$ cat config.mk
export PLATFORM = sky130hd
export DESIGN_NAME = key_auto_release_timer_table_top
export DESIGN_NICKNAME = d
export VERILOG_FILES = /design/src/hdl/karl_pkg.sv /design/src/hdl/karl_cell.sv /design/src/hdl/karl_ring.sv /design/src/hdl/key_auto_release_timer_table_top.sv
export SDC_FILE = /design/constraint.sdc
export NUM_CORES = 1
export LEC_CHECK = 0
export BUFFER_PORTS_ARGS = -buffer_cell sky130_fd_sc_hd__buf_2
export CORE_UTILIZATION = 40
export DETAILED_ROUTE_END_ITERATION = 8
export GPL_ROUTABILITY_DRIVEN = 0
export PLACE_DENSITY = 0.66
export SYNTH_ARGS = -nofsm -noshare
export SYNTH_HDL_FRONTEND = slang
export SYNTH_HIERARCHICAL = 1
export SYNTH_SLANG_ARGS = --single-unit
$ cat constraint.sdc
create_clock -name clock -period 84.3 [get_ports clock]
set_clock_uncertainty 0.15 [all_clocks]
set_input_delay 4.215 -clock clock [delete_from_list [all_inputs] [get_ports clock]]
set_output_delay 4.215 -clock clock [all_outputs]
set_load 0.02 [all_outputs]
$ cat src/hdl/karl_pkg.sv
// Package: shared constants, codes and types of the key auto-release timer table.
`default_nettype none
package karl_pkg;

   localparam int SLOTS_DEF = 16;
   localparam int MAX_RES   = 32;
   localparam int RES_W     = $clog2(MAX_RES + 1);
   localparam int CNT_W     = 9;
   localparam int ROW_W     = 3;
   localparam int COL_W     = 3;
   localparam int CODE_W    = 32;
   localparam int MODS_W    = 16;
   localparam int MAT_DW    = ROW_W + COL_W;
   localparam int CODE_DW   = CODE_W + MODS_W;
   localparam int REQ_DW    = 64;
   localparam int RSP_DW    = 56;

   // func selector on the request side
   typedef enum logic [1:0] {
      FN_TICK       = 2'd0,
      FN_SCHED_MAT  = 2'd1,
      FN_SCHED_CODE = 2'd2,
      FN_NONE       = 2'd3
   } func_type;

   // event kind on the response side
   typedef enum logic [1:0] {
      EV_SCHED    = 2'd0,
      EV_REFUSED  = 2'd1,
      EV_MAT_REL  = 2'd2,
      EV_CODE_REL = 2'd3
   } event_type;

   typedef enum logic [2:0] {
      ST_IDLE,
      ST_SCHED,
      ST_SRESP,
      ST_SCAN_MAT,
      ST_SCAN_CODE,
      ST_FINISH
   } state_type;

   // control part of one timer slot
   typedef struct packed {
      logic             valid;
      logic [CNT_W-1:0] count;
   } slot_ctl_type;

endpackage
`default_nettype wire

$ cat src/hdl/karl_cell.sv
// One timer slot cell: holds valid, count and key payload, loads from its neighbor on shift.
`default_nettype none
module karl_cell #(
   parameter int DW = karl_pkg::MAT_DW
) (
   input  wire                          clock,
   input  wire                          reset,
   input  wire                          shift_en,
   input  wire karl_pkg::slot_ctl_type  ctl_in,
   input  wire [DW-1:0]                 data_in,
   output karl_pkg::slot_ctl_type       ctl_out,
   output logic [DW-1:0]                data_out
);

   karl_pkg::slot_ctl_type ctl_ff;
   logic [DW-1:0]          data_ff;

   always_ff @(posedge clock) begin
      if (reset) begin
         ctl_ff <= '0;
      end else if (shift_en) begin
         ctl_ff <= ctl_in;
      end
   end

   always_ff @(posedge clock) begin
      if (shift_en) begin
         data_ff <= data_in;
      end
   end

   assign ctl_out  = ctl_ff;
   assign data_out = data_ff;

endmodule
`default_nettype wire

$ cat src/hdl/karl_ring.sv
// Ring of timer cells: slot 0 sits at the head, the processed head word re-enters at the tail.
`default_nettype none
module karl_ring #(
   parameter int SLOTS = karl_pkg::SLOTS_DEF,
   parameter int DW    = karl_pkg::MAT_DW
) (
   input  wire                          clock,
   input  wire                          reset,
   input  wire                          shift_en,
   input  wire karl_pkg::slot_ctl_type  fb_ctl,
   input  wire [DW-1:0]                 fb_data,
   output karl_pkg::slot_ctl_type       head_ctl,
   output logic [DW-1:0]                head_data
);

   karl_pkg::slot_ctl_type ctl_q  [SLOTS];
   logic [DW-1:0]          data_q [SLOTS];

   for (genvar k = 0; k < SLOTS; k++) begin : g_cell
      karl_pkg::slot_ctl_type nxt_ctl;
      logic [DW-1:0]          nxt_data;

      if (k == SLOTS - 1) begin : g_tail
         assign nxt_ctl  = fb_ctl;
         assign nxt_data = fb_data;
      end else begin : g_mid
         assign nxt_ctl  = ctl_q[k+1];
         assign nxt_data = data_q[k+1];
      end

      karl_cell #(.DW(DW)) u_cell (
         .clock    (clock),
         .reset    (reset),
         .shift_en (shift_en),
         .ctl_in   (nxt_ctl),
         .data_in  (nxt_data),
         .ctl_out  (ctl_q[k]),
         .data_out (data_q[k])
      );
   end

   assign head_ctl  = ctl_q[0];
   assign head_data = data_q[0];

endmodule
`default_nettype wire

$ cat src/hdl/key_auto_release_timer_table_top.sv
// Top level of the key auto-release timer table: sequencer, result staging and two slot rings.
`default_nettype none
// Two tables of SLOTS one-shot key release timers (matrix keys and host key codes), each a ring
// of cells that rotates one slot per cycle past a single head processor, unless the response
// side stalls a release. A schedule word takes one ring revolution, then the accept/refuse word;
// a tick takes a revolution of the matrix ring, then of the code ring, then the final release.
// Releases of a tick are staged one word behind so the last one carries tlast; a tick that
// frees nothing sends no word. The tables are empty after reset.
module key_auto_release_timer_table_top #(
   parameter int SLOTS = karl_pkg::SLOTS_DEF
) (
   input  wire                          clock,
   input  wire                          reset,
   input  wire                          req_tvalid,
   output logic                         req_tready,
   // [2:0] key_row, [5:3] key_col, [37:6] code_in, [53:38] mods_in, [62:54] release_frames
   input  wire [karl_pkg::REQ_DW-1:0]   req_tdata,
   // [1:0] func
   input  wire [1:0]                    req_tuser,
   output logic                         rsp_tvalid,
   input  wire                          rsp_tready,
   // [2:0] rel_row, [5:3] rel_col, [37:6] rel_code, [53:38] rel_mods, [55:54] zero
   output logic [karl_pkg::RSP_DW-1:0]  rsp_tdata,
   // [1:0] event_res
   output logic [1:0]                   rsp_tuser,
   output logic                         rsp_tlast
);

   localparam int CW = (SLOTS > 1) ? $clog2(SLOTS) : 1;
   localparam int ROW_W  = karl_pkg::ROW_W;
   localparam int COL_W  = karl_pkg::COL_W;
   localparam int CODE_W = karl_pkg::CODE_W;
   localparam int MODS_W = karl_pkg::MODS_W;
   localparam int CNT_W  = karl_pkg::CNT_W;
   localparam int RES_W  = karl_pkg::RES_W;

   karl_pkg::state_type state_ff, state_in;
   logic [CW-1:0]       cnt_ff, cnt_in;
   logic [RES_W-1:0]    res_n_ff, res_n_in;
   logic                found_ff, found_in;
   logic                sched_code_ff, sched_code_in;

   // latched schedule word
   logic [ROW_W-1:0]    new_row_ff, new_row_in;
   logic [COL_W-1:0]    new_col_ff, new_col_in;
   logic [CODE_W-1:0]   new_code_ff, new_code_in;
   logic [MODS_W-1:0]   new_mods_ff, new_mods_in;
   logic [CNT_W-1:0]    new_cnt_ff, new_cnt_in;

   // pending release, held back one word to know tlast
   logic                pend_valid_ff, pend_valid_in;
   karl_pkg::event_type pend_kind_ff, pend_kind_in;
   logic [ROW_W-1:0]    pend_row_ff, pend_row_in;
   logic [COL_W-1:0]    pend_col_ff, pend_col_in;
   logic [CODE_W-1:0]   pend_code_ff, pend_code_in;
   logic [MODS_W-1:0]   pend_mods_ff, pend_mods_in;

   // output register
   logic                rsp_valid_ff, rsp_valid_in;
   karl_pkg::event_type rsp_kind_ff, rsp_kind_in;
   logic [ROW_W-1:0]    rsp_row_ff, rsp_row_in;
   logic [COL_W-1:0]    rsp_col_ff, rsp_col_in;
   logic [CODE_W-1:0]   rsp_code_ff, rsp_code_in;
   logic [MODS_W-1:0]   rsp_mods_ff, rsp_mods_in;
   logic                rsp_last_ff, rsp_last_in;

   logic                         mat_shift, code_shift;
   karl_pkg::slot_ctl_type       mat_head_ctl, code_head_ctl, mat_fb_ctl, code_fb_ctl;
   logic [karl_pkg::MAT_DW-1:0]  mat_head_data, mat_fb_data;
   logic [karl_pkg::CODE_DW-1:0] code_head_data, code_fb_data;

   karl_pkg::slot_ctl_type hd_ctl, upd_ctl;
   logic                   out_free, last_step, expired, rel, adv;
   logic [CNT_W-1:0]       req_hold;

   karl_ring #(.SLOTS(SLOTS), .DW(karl_pkg::MAT_DW)) u_mat_ring (
      .clock     (clock),
      .reset     (reset),
      .shift_en  (mat_shift),
      .fb_ctl    (mat_fb_ctl),
      .fb_data   (mat_fb_data),
      .head_ctl  (mat_head_ctl),
      .head_data (mat_head_data)
   );

   karl_ring #(.SLOTS(SLOTS), .DW(karl_pkg::CODE_DW)) u_code_ring (
      .clock     (clock),
      .reset     (reset),
      .shift_en  (code_shift),
      .fb_ctl    (code_fb_ctl),
      .fb_data   (code_fb_data),
      .head_ctl  (code_head_ctl),
      .head_data (code_head_data)
   );

   assign req_tready = (state_ff == karl_pkg::ST_IDLE);
   assign req_hold   = req_tdata[62:54];

   assign rsp_tvalid = rsp_valid_ff;
   assign rsp_tuser  = rsp_kind_ff;
   assign rsp_tlast  = rsp_last_ff;
   assign rsp_tdata  = {2'b00, rsp_mods_ff, rsp_code_ff, rsp_col_ff, rsp_row_ff};

   always_comb begin
      hd_ctl    = (state_ff == karl_pkg::ST_SCAN_CODE) ? code_head_ctl : mat_head_ctl;
      out_free  = !rsp_valid_ff || rsp_tready;
      last_step = (cnt_ff == CW'(SLOTS - 1));
      expired   = hd_ctl.valid && (hd_ctl.count[CNT_W-1:1] == '0);
      rel       = expired && (res_n_ff < RES_W'(karl_pkg::MAX_RES));
      adv       = !(rel && pend_valid_ff && !out_free);

      // head slot after a tick
      upd_ctl = hd_ctl;
      if (hd_ctl.valid) begin
         if (expired) begin
            upd_ctl.valid = !rel;
            upd_ctl.count = '0;
         end else begin
            upd_ctl.count = hd_ctl.count - CNT_W'(1);
         end
      end
   end

   always_comb begin
      state_in      = state_ff;
      cnt_in        = cnt_ff;
      res_n_in      = res_n_ff;
      found_in      = found_ff;
      sched_code_in = sched_code_ff;
      new_row_in    = new_row_ff;
      new_col_in    = new_col_ff;
      new_code_in   = new_code_ff;
      new_mods_in   = new_mods_ff;
      new_cnt_in    = new_cnt_ff;
      pend_valid_in = pend_valid_ff;
      pend_kind_in  = pend_kind_ff;
      pend_row_in   = pend_row_ff;
      pend_col_in   = pend_col_ff;
      pend_code_in  = pend_code_ff;
      pend_mods_in  = pend_mods_ff;
      rsp_valid_in  = rsp_valid_ff && !rsp_tready;
      rsp_kind_in   = rsp_kind_ff;
      rsp_row_in    = rsp_row_ff;
      rsp_col_in    = rsp_col_ff;
      rsp_code_in   = rsp_code_ff;
      rsp_mods_in   = rsp_mods_ff;
      rsp_last_in   = rsp_last_ff;
      mat_shift     = 1'b0;
      code_shift    = 1'b0;
      mat_fb_ctl    = mat_head_ctl;
      mat_fb_data   = mat_head_data;
      code_fb_ctl   = code_head_ctl;
      code_fb_data  = code_head_data;

      unique case (state_ff)
         karl_pkg::ST_IDLE: begin
            if (req_tvalid) begin
               new_row_in  = req_tdata[2:0];
               new_col_in  = req_tdata[5:3];
               new_code_in = req_tdata[37:6];
               new_mods_in = req_tdata[53:38];
               new_cnt_in  = (req_hold == '0) ? CNT_W'(1) : req_hold;
               cnt_in      = '0;
               found_in    = 1'b0;
               res_n_in    = '0;
               case (karl_pkg::func_type'(req_tuser))
                  karl_pkg::FN_TICK: state_in = karl_pkg::ST_SCAN_MAT;
                  karl_pkg::FN_SCHED_MAT: begin
                     sched_code_in = 1'b0;
                     state_in      = karl_pkg::ST_SCHED;
                  end
                  karl_pkg::FN_SCHED_CODE: begin
                     sched_code_in = 1'b1;
                     state_in      = karl_pkg::ST_SCHED;
                  end
                  default: state_in = karl_pkg::ST_IDLE;
               endcase
            end
         end

         karl_pkg::ST_SCHED: begin
            mat_shift  = !sched_code_ff;
            code_shift = sched_code_ff;
            if (!sched_code_ff && !mat_head_ctl.valid && !found_ff) begin
               mat_fb_ctl  = '{valid: 1'b1, count: new_cnt_ff};
               mat_fb_data = {new_col_ff, new_row_ff};
               found_in    = 1'b1;
            end
            if (sched_code_ff && !code_head_ctl.valid && !found_ff) begin
               code_fb_ctl  = '{valid: 1'b1, count: new_cnt_ff};
               code_fb_data = {new_mods_ff, new_code_ff};
               found_in     = 1'b1;
            end
            cnt_in = cnt_ff + CW'(1);
            if (last_step) begin
               cnt_in   = '0;
               state_in = karl_pkg::ST_SRESP;
            end
         end

         karl_pkg::ST_SRESP: begin
            if (out_free) begin
               rsp_valid_in = 1'b1;
               rsp_kind_in  = found_ff ? karl_pkg::EV_SCHED : karl_pkg::EV_REFUSED;
               rsp_row_in   = '0;
               rsp_col_in   = '0;
               rsp_code_in  = '0;
               rsp_mods_in  = '0;
               rsp_last_in  = 1'b1;
               state_in     = karl_pkg::ST_IDLE;
            end
         end

         karl_pkg::ST_SCAN_MAT, karl_pkg::ST_SCAN_CODE: begin
            if (adv) begin
               if (state_ff == karl_pkg::ST_SCAN_MAT) begin
                  mat_shift  = 1'b1;
                  mat_fb_ctl = upd_ctl;
               end else begin
                  code_shift  = 1'b1;
                  code_fb_ctl = upd_ctl;
               end
               if (rel) begin
                  // previous release goes out, not last
                  if (pend_valid_ff) begin
                     rsp_valid_in = 1'b1;
                     rsp_kind_in  = pend_kind_ff;
                     rsp_row_in   = pend_row_ff;
                     rsp_col_in   = pend_col_ff;
                     rsp_code_in  = pend_code_ff;
                     rsp_mods_in  = pend_mods_ff;
                     rsp_last_in  = 1'b0;
                  end
                  pend_valid_in = 1'b1;
                  res_n_in      = res_n_ff + RES_W'(1);
                  if (state_ff == karl_pkg::ST_SCAN_MAT) begin
                     pend_kind_in = karl_pkg::EV_MAT_REL;
                     pend_row_in  = mat_head_data[ROW_W-1:0];
                     pend_col_in  = mat_head_data[ROW_W+COL_W-1:ROW_W];
                     pend_code_in = '0;
                     pend_mods_in = '0;
                  end else begin
                     pend_kind_in = karl_pkg::EV_CODE_REL;
                     pend_row_in  = '0;
                     pend_col_in  = '0;
                     pend_code_in = code_head_data[CODE_W-1:0];
                     pend_mods_in = code_head_data[CODE_W+MODS_W-1:CODE_W];
                  end
               end
               cnt_in = cnt_ff + CW'(1);
               if (last_step) begin
                  cnt_in   = '0;
                  state_in = (state_ff == karl_pkg::ST_SCAN_MAT) ?
                             karl_pkg::ST_SCAN_CODE : karl_pkg::ST_FINISH;
               end
            end
         end

         karl_pkg::ST_FINISH: begin
            if (!pend_valid_ff) begin
               state_in = karl_pkg::ST_IDLE;
            end else if (out_free) begin
               rsp_valid_in  = 1'b1;
               rsp_kind_in   = pend_kind_ff;
               rsp_row_in    = pend_row_ff;
               rsp_col_in    = pend_col_ff;
               rsp_code_in   = pend_code_ff;
               rsp_mods_in   = pend_mods_ff;
               rsp_last_in   = 1'b1;
               pend_valid_in = 1'b0;
               state_in      = karl_pkg::ST_IDLE;
            end
         end

         default: state_in = karl_pkg::ST_IDLE;
      endcase
   end

   always_ff @(posedge clock) begin
      if (reset) begin
         state_ff      <= karl_pkg::ST_IDLE;
         cnt_ff        <= '0;
         res_n_ff      <= '0;
         found_ff      <= 1'b0;
         sched_code_ff <= 1'b0;
         pend_valid_ff <= 1'b0;
         rsp_valid_ff  <= 1'b0;
      end else begin
         state_ff      <= state_in;
         cnt_ff        <= cnt_in;
         res_n_ff      <= res_n_in;
         found_ff      <= found_in;
         sched_code_ff <= sched_code_in;
         pend_valid_ff <= pend_valid_in;
         rsp_valid_ff  <= rsp_valid_in;
      end
   end

   always_ff @(posedge clock) begin
      new_row_ff   <= new_row_in;
      new_col_ff   <= new_col_in;
      new_code_ff  <= new_code_in;
      new_mods_ff  <= new_mods_in;
      new_cnt_ff   <= new_cnt_in;
      pend_kind_ff <= pend_kind_in;
      pend_row_ff  <= pend_row_in;
      pend_col_ff  <= pend_col_in;
      pend_code_ff <= pend_code_in;
      pend_mods_ff <= pend_mods_in;
      rsp_kind_ff  <= rsp_kind_in;
      rsp_row_ff   <= rsp_row_in;
      rsp_col_ff   <= rsp_col_in;
      rsp_code_ff  <= rsp_code_in;
      rsp_mods_ff  <= rsp_mods_in;
      rsp_last_ff  <= rsp_last_in;
   end

`ifndef NO_ASSERTIONS
   // nothing stays staged once the sequencer is back to idle
   a_pend_idle: assert property (@(posedge clock) disable iff (reset)
      state_ff == karl_pkg::ST_IDLE |-> !pend_valid_ff)
      else $error("pending release left over in idle");

   // schedules never stage a release
   a_pend_sched: assert property (@(posedge clock) disable iff (reset)
      (state_ff == karl_pkg::ST_SCHED || state_ff == karl_pkg::ST_SRESP) |-> !pend_valid_ff)
      else $error("pending release during schedule");

   // only release words may go out without tlast
   a_nonlast_kind: assert property (@(posedge clock) disable iff (reset)
      rsp_valid_ff && !rsp_last_ff |->
         (rsp_kind_ff == karl_pkg::EV_MAT_REL || rsp_kind_ff == karl_pkg::EV_CODE_REL))
      else $error("non-release word without tlast");

   // release count per tick stays within the limit
   a_res_limit: assert property (@(posedge clock) disable iff (reset)
      res_n_ff <= RES_W'(karl_pkg::MAX_RES))
      else $error("release count over limit");

   // a stall on a release holds the rings still
   a_stall_hold: assert property (@(posedge clock) disable iff (reset)
      (state_ff == karl_pkg::ST_SCAN_MAT || state_ff == karl_pkg::ST_SCAN_CODE) && !adv
         |-> !mat_shift && !code_shift)
      else $error("ring moved while stalled");
`endif

endmodule
`default_nettype wire
# ---- Yosys cells after proc, flatten, opt, wreduce, memory -nomap -nowiden
# Cells that the tools add are included.
dict set report classes {
  n_addsub 3
  multipliers 0
  n_div 0
  n_lt_le_gt_ge 1
  eq_ne 18
  shifts 0
  muxes 97
  bitwise_logic 1
  n_reduce_logical 40
}
# op n
set op_table {}
lappend op_table {{32-bit two-way mux} 6}
lappend op_table {{16-bit two-way mux} 6}
lappend op_table {{48-bit two-way mux} 2}
lappend op_table {{32-bit case mux with 3 select lines} 1}
lappend op_table {{10-bit two-way mux} 8}
lappend op_table {{3-bit two-way mux} 17}
lappend op_table {{16-bit case mux with 3 select lines} 1}
lappend op_table {{10-bit case mux with 2 select lines} 2}
lappend op_table {{6-bit two-way mux} 5}
lappend op_table {{1-bit two-way mux} 25}
lappend op_table {{2-bit inequality test (second input constant)} 9}
lappend op_table {{3-bit case mux with 3 select lines} 2}
lappend op_table {{3-bit case mux with 5 select lines} 1}
lappend op_table {{3-bit AND reduction} 5}
lappend op_table {{2-bit two-way mux} 6}
lappend op_table {{4-bit two-way mux} 3}
lappend op_table {{4-bit case mux with 3 select lines} 1}
lappend op_table {{6-bit case mux with 2 select lines} 1}
lappend op_table {{1-bit case mux with 2 select lines} 5}
lappend op_table {{1-bit logical AND} 9}
lappend op_table {{9-bit logical NOT} 1}
lappend op_table {{9-bit two-way mux} 1}
lappend op_table {{9-bit by 1-bit subtractor with 9-bit output (second input constant)} 1}
lappend op_table {{1-bit logical NOT} 8}
lappend op_table {{25 further kinds} 34}
dict set report totals {
  register_bits 1377
  latchBits 0
  ram_bits 0
  romBits 0
  input_bits 70
  output_inout_bits 61
  word_cells 279
  n_memories 0
}

# ---- Longest topological paths before layout
# Gate-level depths: netlist of run 1.
dict set report logic_depth {
  depth_word 11
  mapped_depth 10
  ltp_nobuf 7
}

# ---- Hierarchy
# Netlist of run 1, hierarchy kept.
# module instances cells_per_inst area_per_inst_um2 seq_area_each_um2
set by_module_without_submodules {}
lappend by_module_without_submodules {{karl_cell at u_code_ring.g_cell[0].u_cell ...} 16 80 1794.2 1641.6}
lappend by_module_without_submodules {key_auto_release_timer_table_top 1 655 8724.6 5595.4}
lappend by_module_without_submodules {{karl_cell at u_mat_ring.g_cell[0].u_cell ...} 16 38 533.0 380.4}

# ---- Worst setup path before layout of run 1
# No wires, ideal clock.
dict set report synth_path {
  path_type {register to register}
  startpoint {register state_ff[2]}
  endpoint {register u_code_ring.g_cell[0].u_cell.ctl_ff (netlist bit u_code_ring/g_cell[0].u_cell/ctl_out[0])}
  setup_time_ns 0.128
  arrival_ns 40.215
  required_time_ns 84.022
  setup_slack_ns 43.808
  stages_incl_launch_ff 7
  path_buffers 2
  synth_period_minus_slack_ns 40.492
  path_cell_list {dfxtp_1 > nand2b_1 > clkbuf_1 > o2bb2ai_1 > buf_6 > mux2i_1 > nor2_1}
}
dict set report synth_between {
  elab_chain_len 9
  word_cells_on_any_way 13
  classes_between {eq/ne: 3; mux: 4; reduce/logical: 6}
}
# item line_no
set synth_lines {}
lappend synth_lines {{start, declared} key_auto_release_timer_table_top.sv:37} ;# karl_pkg::state_type state_ff, state_in;
lappend synth_lines {{start signal, assigned} key_auto_release_timer_table_top.sv:281} ;# state_ff <= karl_pkg::ST_IDLE;
lappend synth_lines {{start signal, assigned} key_auto_release_timer_table_top.sv:289} ;# state_ff <= state_in;
lappend synth_lines {{3-bit equality test} {key_auto_release_timer_table_top.sv:105, key_auto_release_timer_table_top.sv:155}}
lappend synth_lines {{10-bit two-way mux} key_auto_release_timer_table_top.sv:105} ;# hd_ctl = (state_ff == karl_pkg::ST_SCAN_CODE) ? code_head_ctl : mat_head_ctl;
lappend synth_lines {{8-bit logical NOT} key_auto_release_timer_table_top.sv:108} ;# expired = hd_ctl.valid && (hd_ctl.count[CNT_W-1:1] == '0);
lappend synth_lines {{1-bit logical AND} key_auto_release_timer_table_top.sv:108}
lappend synth_lines {{1-bit logical AND} key_auto_release_timer_table_top.sv:109} ;# rel = expired && (res_n_ff < RES_W'(karl_pkg::MAX_RES));
lappend synth_lines {{1-bit logical AND (2 in series)} key_auto_release_timer_table_top.sv:110} ;# adv = !(rel && pend_valid_ff && !out_free);
lappend synth_lines {{1-bit two-way mux} key_auto_release_timer_table_top.sv:215} ;# if (adv) begin
lappend synth_lines {{1-bit case mux with 2 select lines *} key_auto_release_timer_table_top.sv:155} ;# unique case (state_ff)
lappend synth_lines {{net code_shift} key_auto_release_timer_table_top.sv:67} ;# logic mat_shift, code_shift;
lappend synth_lines {{end signal, assigned} karl_cell.sv:22} ;# ctl_ff <= ctl_in;
lappend synth_lines {{end, declared} karl_cell.sv:15} ;# karl_pkg::slot_ctl_type ctl_ff;
# The timed path passes the listed nets; every way through them passes the cells marked *.
# A chain may end at the register's enable or synchronous reset.

# ---- Worst setup path in the final report of run 1
dict set report layout_path {
  startpoint {input port rsp_tready}
  endpoint {register u_code_ring.g_cell[2].u_cell.data_ff[21] (enable)}
}
dict set report layout_between {
  elab_chain_len 5
}
# item line_no
set layout_lines {}
lappend layout_lines {{start, declared} key_auto_release_timer_table_top.sv:21} ;# input wire rsp_tready,
lappend layout_lines {{1-bit logical OR} key_auto_release_timer_table_top.sv:106} ;# out_free = !rsp_valid_ff || rsp_tready;
lappend layout_lines {{1-bit logical NOT} key_auto_release_timer_table_top.sv:110}
lappend layout_lines {{1-bit logical AND} key_auto_release_timer_table_top.sv:110}
lappend layout_lines {{1-bit two-way mux} key_auto_release_timer_table_top.sv:215}
lappend layout_lines {{1-bit case mux with 2 select lines} key_auto_release_timer_table_top.sv:155}
lappend layout_lines {{net code_shift} key_auto_release_timer_table_top.sv:67}
lappend layout_lines {{end signal, assigned} karl_cell.sv:28} ;# data_ff <= data_in;
lappend layout_lines {{end, declared} karl_cell.sv:16} ;# logic [DW-1:0] data_ff;
# The timed path passes the listed nets, and every way through them passes these cells.

==> results of run 1 <==
worst max-delay path, stage by stage:
cell	delay, ns
buf_2	0.09
and3b_1	0.32
nand4_1	0.22
o2bb2ai_4	0.49
buf_12	0.65
buf_12	0.73
buf_4	0.80
registers in the layout, indices dropped and copies added (netlist names), 32 cells and up:
register                            count
rsp_code_ff                            32
new_code_ff                            32
u_mat_ring/g_cell.u_cell/ctl_out      160
u_mat_ring/g_cell.u_cell/data_out      96
u_code_ring/g_cell.u_cell/ctl_out     160
u_code_ring/g_cell.u_cell/data_out    768
pend_code_ff                           32
cell families (layout without fill, tap and decap cells):
logic type	Yosys count	count (layout)	share of synthesized area (%)
buffers and inverters	123	429	1.56
AND/OR/NAND/NOR	548	548	5.55
other	1	6	0.00816
AO/OA/AOI/OAI	104	104	1.65
flip-flops	1376	1376	82.6
multiplexers	379	379	8.41
adder cells (fa/ha/maj)	5	5	0.136
XOR/XNOR	7	7	0.133
power by group through the flow:
| stage | Sequential (mW) | Combinational [mW] | Clock [mW] |
|---|---|---|---|
| finish | 0.804 | 0.109 | 0.636 |
| global route | 0.808 | 0.119 | 0.685 |
| CTS | 0.804 | 0.112 | 0.659 |
| detailed placement | 0.818 | 0.112 | 0 |
| global placement | 0.816 | 0.110 | 0 |
| floorplan | 0.857 | 0.0855 | 0 |
stage by stage:
| stage | hold WS, ns | area, um^2 |
|---|---|---|
| global placement | 0.250 | 48100 |
| global route | 0.256 | 53000 |
| finish | 0.236 | 53000 |
| floorplan | 0.250 | 46000 |
| CTS | 0.240 | 53000 |
| detailed placement | 0.255 | 48100 |
area by class of cell:
class | instances | area (um^2)
clock inverters | 80 | 940
well taps | 1500 | 1880
multi-input cells | 1045 | 7350
diodes | 4 | 10.0
fillers | 9582 | 60300
repair buffers | 143 | 828
inverters | 15 | 57.6
clock buffers | 191 | 3970
flip-flops and latches | 1376 | 37900
per-layer routing:
| layer | up-vias | track usage (%) | part of all wire, % |
|---|---|---|---|
| li1 | 9817 | - | - |
| met3 | 151 | 2.85 | 5.2 |
| met5 | - | 0 | 0 |
| met2 | 423 | 17.0 | 43 |
| met1 | 10100 | 18.0 | 49 |
| met4 | 0 | 4.92 | 2.8 |
worst max-delay path by stage:
stage                      startpoint                                          to  slack [ns]  cells past startpoint
after floorplan           state_ff[2]     u_code_ring/g_cell[0].u_cell/ctl_out[0]       43.81                      6
after global placement     rsp_tready  u_code_ring/g_cell[10].u_cell/data_out[24]       75.82                      7
after detailed placement   rsp_tready   u_code_ring/g_cell[0].u_cell/data_out[22]       75.75                      7
after CTS                  rsp_tready   u_code_ring/g_cell[2].u_cell/data_out[21]       76.57                      7
after global routing       rsp_tready  u_code_ring/g_cell[13].u_cell/data_out[20]       76.27                      7
final                      rsp_tready   u_code_ring/g_cell[2].u_cell/data_out[21]       76.43                      7
layout by cell type, fill, tap and decap left out, drive strengths merged, types with 4 or more instances in the layout:
cell type,Yosys,final
edfxtp,1039,1039
nor2,345,345
dfxtp,337,337
mux2i,323,323
clkbuf,35,191
buf,73,143
and2,111,111
clkinv,1,57
mux2,56,56
nand2,30,30
inv,14,22
o21ai,17,17
a21oi,16,16
a221o,14,14
bufinv,0,12
nand3,10,10
nor3,10,10
nor4,9,9
a31oi,8,8
nand2b,7,7
o211ai,7,7
a211oi,6,6
nor2b,6,6
ha,5,5
o32ai,5,5
diode,0,4
nor4b,4,4
xor2,4,4
o31ai,4,4
clkinvlp,0,4
==> reports/metrics.yaml, run 1 <==
status: "completed"
p_sw_share_pct: 22.8
peakVddDrop_uv: 18.7
r2r_slack_ns: 78.83
insertion_delay_ns: 0.74
die-width_um: 341
finalHoldViolCount: 0
syn-instance-count: 2543
p_seq_share_pct: 51.9
final_core_util_pct: 46.8
setup_viol: 0
path_clk_slew_ns: 0.06
cts_resized: 0
synthFlopType: "edfxtp_1"
max_slew_margin_pct: 15.3
synth.most_common_cell: "edfxtp_1"
cts.sinks: 1376
grt_max_degree: 228
wl_per_cell_um: 16.1
min_period_ns: 7.87
r2r_end: "u_mat_ring/g_cell[3].u_cell/ctl_out[9]"
intPower_mw: 1.20
ys_warn_count: 6
ant_nets: 0
synth-edff-count: 1039
crit_arrival_ns: 8.08
total_power_mw: 1.55
cap_violations: 0
ff2ff_path_depth: 9
routed-via-count: 20500
tightest_slew_ns: 1.27
cts_tree: "done"
h-tree-depth: 4
netlist_area_um2: 46000
holdPathEnd: "u_code_ring/g_cell[11].u_cell/data_out[6]"
synth_top_area_cell: "edfxtp_1"
worstHoldPathType: "flop to flop"
p_sw_mw: 0.353
cts_buffers: 146
min_path_cells: 0
cp-end-kind: "flop"
finalCritPeriodShare_pct: 9.34
critPathRequiredTime_ns: 84.51
grt_pass1_vias: 19600
fin_nets: 2802
yosysTopAreaCellShare_pct: 67.9
fp.dieArea_um2: 116000
holdCritStartpoint: "u_code_ring/g_cell[12].u_cell/data_out[6]"
power_frac_comb_pct: 7.1
die_h_um: 341
post_synth.cell_area_avg_um2: 18.1
timing.final.ws_setup_ns: 76.43
ys_seq_area_share_pct: 82.6
p_per_area_nw_per_um2: 29.2
synth-seq-cells: 1376
io_pins: 131
power_leakage_nw: 17.3
drv_slew: 0
post-place-ws_ns: 75.75
worstSetupPathType: "input pin to flop"
cp-start-kind: "input pin"
reg2reg_from: "state_ff[1]"
tns_ns: 0
drt_first_pass_iters: 7
rsz0062_at_grt: "no"
dp_cells: 4079
ys_async_sr_fraction_pct: 0
cp_max_fo: 183
synth_cell_type_count: 64
fmax_mhz: 127
track_usage_pct: 12.1
cts_root_buffer: "clkbuf_16"
hold_buffers: 0
clock_power_share_pct: 41.0
area_growth_pct: 15.3
hpwl_mm: 37.5
rows: 123
grt_pass1_wl_mm: 110
synth_common_cells: "edfxtp_1, nor2_1, dfxtp_1, mux2i_1, and2_1"
antenna_found_initial: 8
initial_utilization_pct: 40.6
port_buffers: 127
vias_per_cell: 4.70
finalNonFillerCells: 4354
yosys-top-cells-area: "edfxtp_1, dfxtp_1, mux2i_1, nor2_1, and2_1"
grt_remaining_overflow: 0
cts_setup_buffers: 0
layout-drive-gt1-share_pct: 15.2
clockBufferDepth: 3
drc: 0
wl_mm: 70.2
drt_first_iter_violations: 1865
core_um2: 113000
No activity file was read; power rests on OpenSTA's default activity.
==> inputs of run 2 (changes only) <==
clock period = 7.4 ns   (was 84.3 ns; I/O delays follow)
==> run 2 against run 1 <==
  * Via count rose by 0.93%
  * Core utilization increased by 0.41 points
  * Global-route usage up 0.12 points
  * Non-clock buffer count up 71
  * Worst setup slack got worse by 74 ns
  * Sequential share of layout area shrank 0.62 points
  * Hold slack worse by 0.15 ns
  * Register-to-register slack got worse by 76 ns
  * Count of clock-buffer cells in the layout is 2 lower
  * Largest cell class unchanged
  * Clock power rose to 11 times the previous value
  * Sequential power rose to 11 times the previous value
==> reports/metrics.yaml, run 2 (synthesis results as in run 1) <==
status: "completed"
rows: 123  # unchanged
grt_remaining_overflow: 0  # unchanged
fp.dieArea_um2: 116000  # unchanged
cp_max_fo: 160  # -13%
largest_reg_flops: 768  # unchanged
holdPathEnd: "sched_code_ff"
tns_ns: 0  # unchanged
layout_commonest_cell: "edfxtp_1"
vias_per_cell: 4.68  # -0.35%
ant_nets: 0  # unchanged
grt_max_degree: 212  # -7.0%
cap_violations: 0  # unchanged
fmax_mhz: 207
cts_tree: "done"
dpl_cell_area_um2: 48100  # about the same
worstHoldPathType: "input pin to flop"
cts_root_buffer: "clkbuf_16"
total_power_mw: 17.4  # +1000%
peakVddDrop_uv: 298  # +1500%
critPathRequiredTime_ns: 7.81  # -76.70 ns
h-tree-depth: 4  # unchanged
p_per_area_nw_per_um2: 325  # +1000%
core_um2: 113000  # unchanged
port_buffers: 127  # unchanged
clockBufferDepth: 3  # unchanged
final_core_util_pct: 47.2  # +0.41 points
die-width_um: 341  # unchanged
drc: 0  # unchanged
drt_first_pass_iters: 5  # -2
cpPeakStageDelay_ns: 0.79  # about the same
dp_cells: 4083  # +0.098%
holdCritStartpoint: "req_tuser[0]"
routed-via-count: 20700  # +0.93%
reg2reg_from: "state_ff[1]"
hpwl_mm: 37.7  # +0.44%
min_path_cells: 6  # +6
r2r_end: "u_mat_ring/g_cell[2].u_cell/ctl_out[9]"
wl_mm: 70.9  # +0.95%
layout-drive-gt1-share_pct: 14.7  # -0.51 points
io_pins: 131  # unchanged
tightest_slew_ns: 1.15  # -0.123 ns
max_slew_margin_pct: 23.5  # +8.2 points
track_usage_pct: 12.2  # +0.12 points
antenna_found_initial: 4  # -4
fill_cells: 9553  # -0.30%
worstSetupPathType: "flop to flop"
final_cell_mix: "edfxtp_1, nor2_1, dfxtp_1, mux2i_1, clkbuf_16"
crit_arrival_ns: 5.24  # -2.84 ns
grt_pass1_vias: 20200  # +2.7%
initial_utilization_pct: 40.6  # unchanged
crit_chain: "or3b_2 > nand2_1 > o32a_1 > o21ai_0 > nor2b_4 > buf_12 > mux2i_1 > nor2_1"
drv_slew: 0  # unchanged
fin_nets: 2870  # +2.4%
finalNonFillerCells: 4410  # +1.3%
area_growth_pct: 16.3
finalHoldViolCount: 0  # unchanged
fin_area_um2: 53400  # +0.87%
hold_slack_ns: 0.0848  # -0.151 ns
cp-end-kind: "flop"
finalCritPeriodShare_pct: 65.2
wl_per_cell_um: 16.1  # -0.33%
cp-start-kind: "flop"
post-place-ws_ns: 2.63  # -73.12 ns
min_period_ns: 4.83
r2r_slack_ns: 2.57  # -76.26 ns
ff2ff_path_depth: 8  # -1
power_leakage_nw: 17.5  # +1.1%
path_clk_slew_ns: 0.06  # about the same
cts.sinks: 1376  # unchanged
drt_first_iter_violations: 1639  # -12%
insertion_delay_ns: 0.73  # about the same
die_h_um: 341  # unchanged
cts_buffers: 143  # -2.1%
cts_setup_buffers: 0  # unchanged
timing.final.ws_setup_ns: 2.57  # -73.86 ns
rsz0062_at_grt: "no"
grt_pass1_wl_mm: 111  # +1.3%
cpMaxStageDelayCell: "or3b_2"
setup_viol: 0  # unchanged
run 2: metal layers:
metal  GRT usage [%]  up-vias  wire (um)
met4            4.28        0       1690
li1                -     9922          -
met3            2.98      147       3600
met1            18.1    10200      35300
met2            17.5      425      30300
met5               0        -          0
run 2: timing repair:
item,in CTS,in global routing
hold endpoints to repair,67,0
hold buffers,67,0
gates resized for setup,0,0
run 2: worst max-delay path, delay by kind of cell (launching register included):
family                 cells  cell delay [ns]
and+or+nand+nor            4             1.74
AOI/OAI and AO/OA          2             1.10
buffers and inverters      1             0.64
DFF                        1             0.57
muxes                      1             0.27
run 2: final cells by class:
class	instances	area [um^2]	area share, %
tap	1500	1880	3.51
timing repair buffer	214	1530	2.86
antenna	1	2.50	0.00468
inverter	15	57.6	0.108
clock buffer	189	3970	7.43
multi-input combinational	1045	7360	13.8
sequential	1376	37900	71.0
clock inverter	70	698	1.31
run 2: report_power, final:
group | internal (mW) | switching, mW
logic | 0.411 | 0.861
clock network | 4.05 | 2.90
registers | 8.97 | 0.186
run 2: worst max path at each step:
stage | start | to | cells past startpoint
after floorplan | state_ff[2] | u_code_ring/g_cell[0].u_cell/ctl_out[0] | 6
after global routing | state_ff[1] | u_mat_ring/g_cell[11].u_cell/ctl_out[9] | 8
after global placement | state_ff[1] | u_mat_ring/g_cell[4].u_cell/ctl_out[1] | 8
after CTS | state_ff[1] | u_mat_ring/g_cell[9].u_cell/ctl_out[1] | 8
after detailed placement | state_ff[1] | u_mat_ring/g_cell[8].u_cell/ctl_out[0] | 8
final | state_ff[1] | u_mat_ring/g_cell[2].u_cell/ctl_out[9] | 8
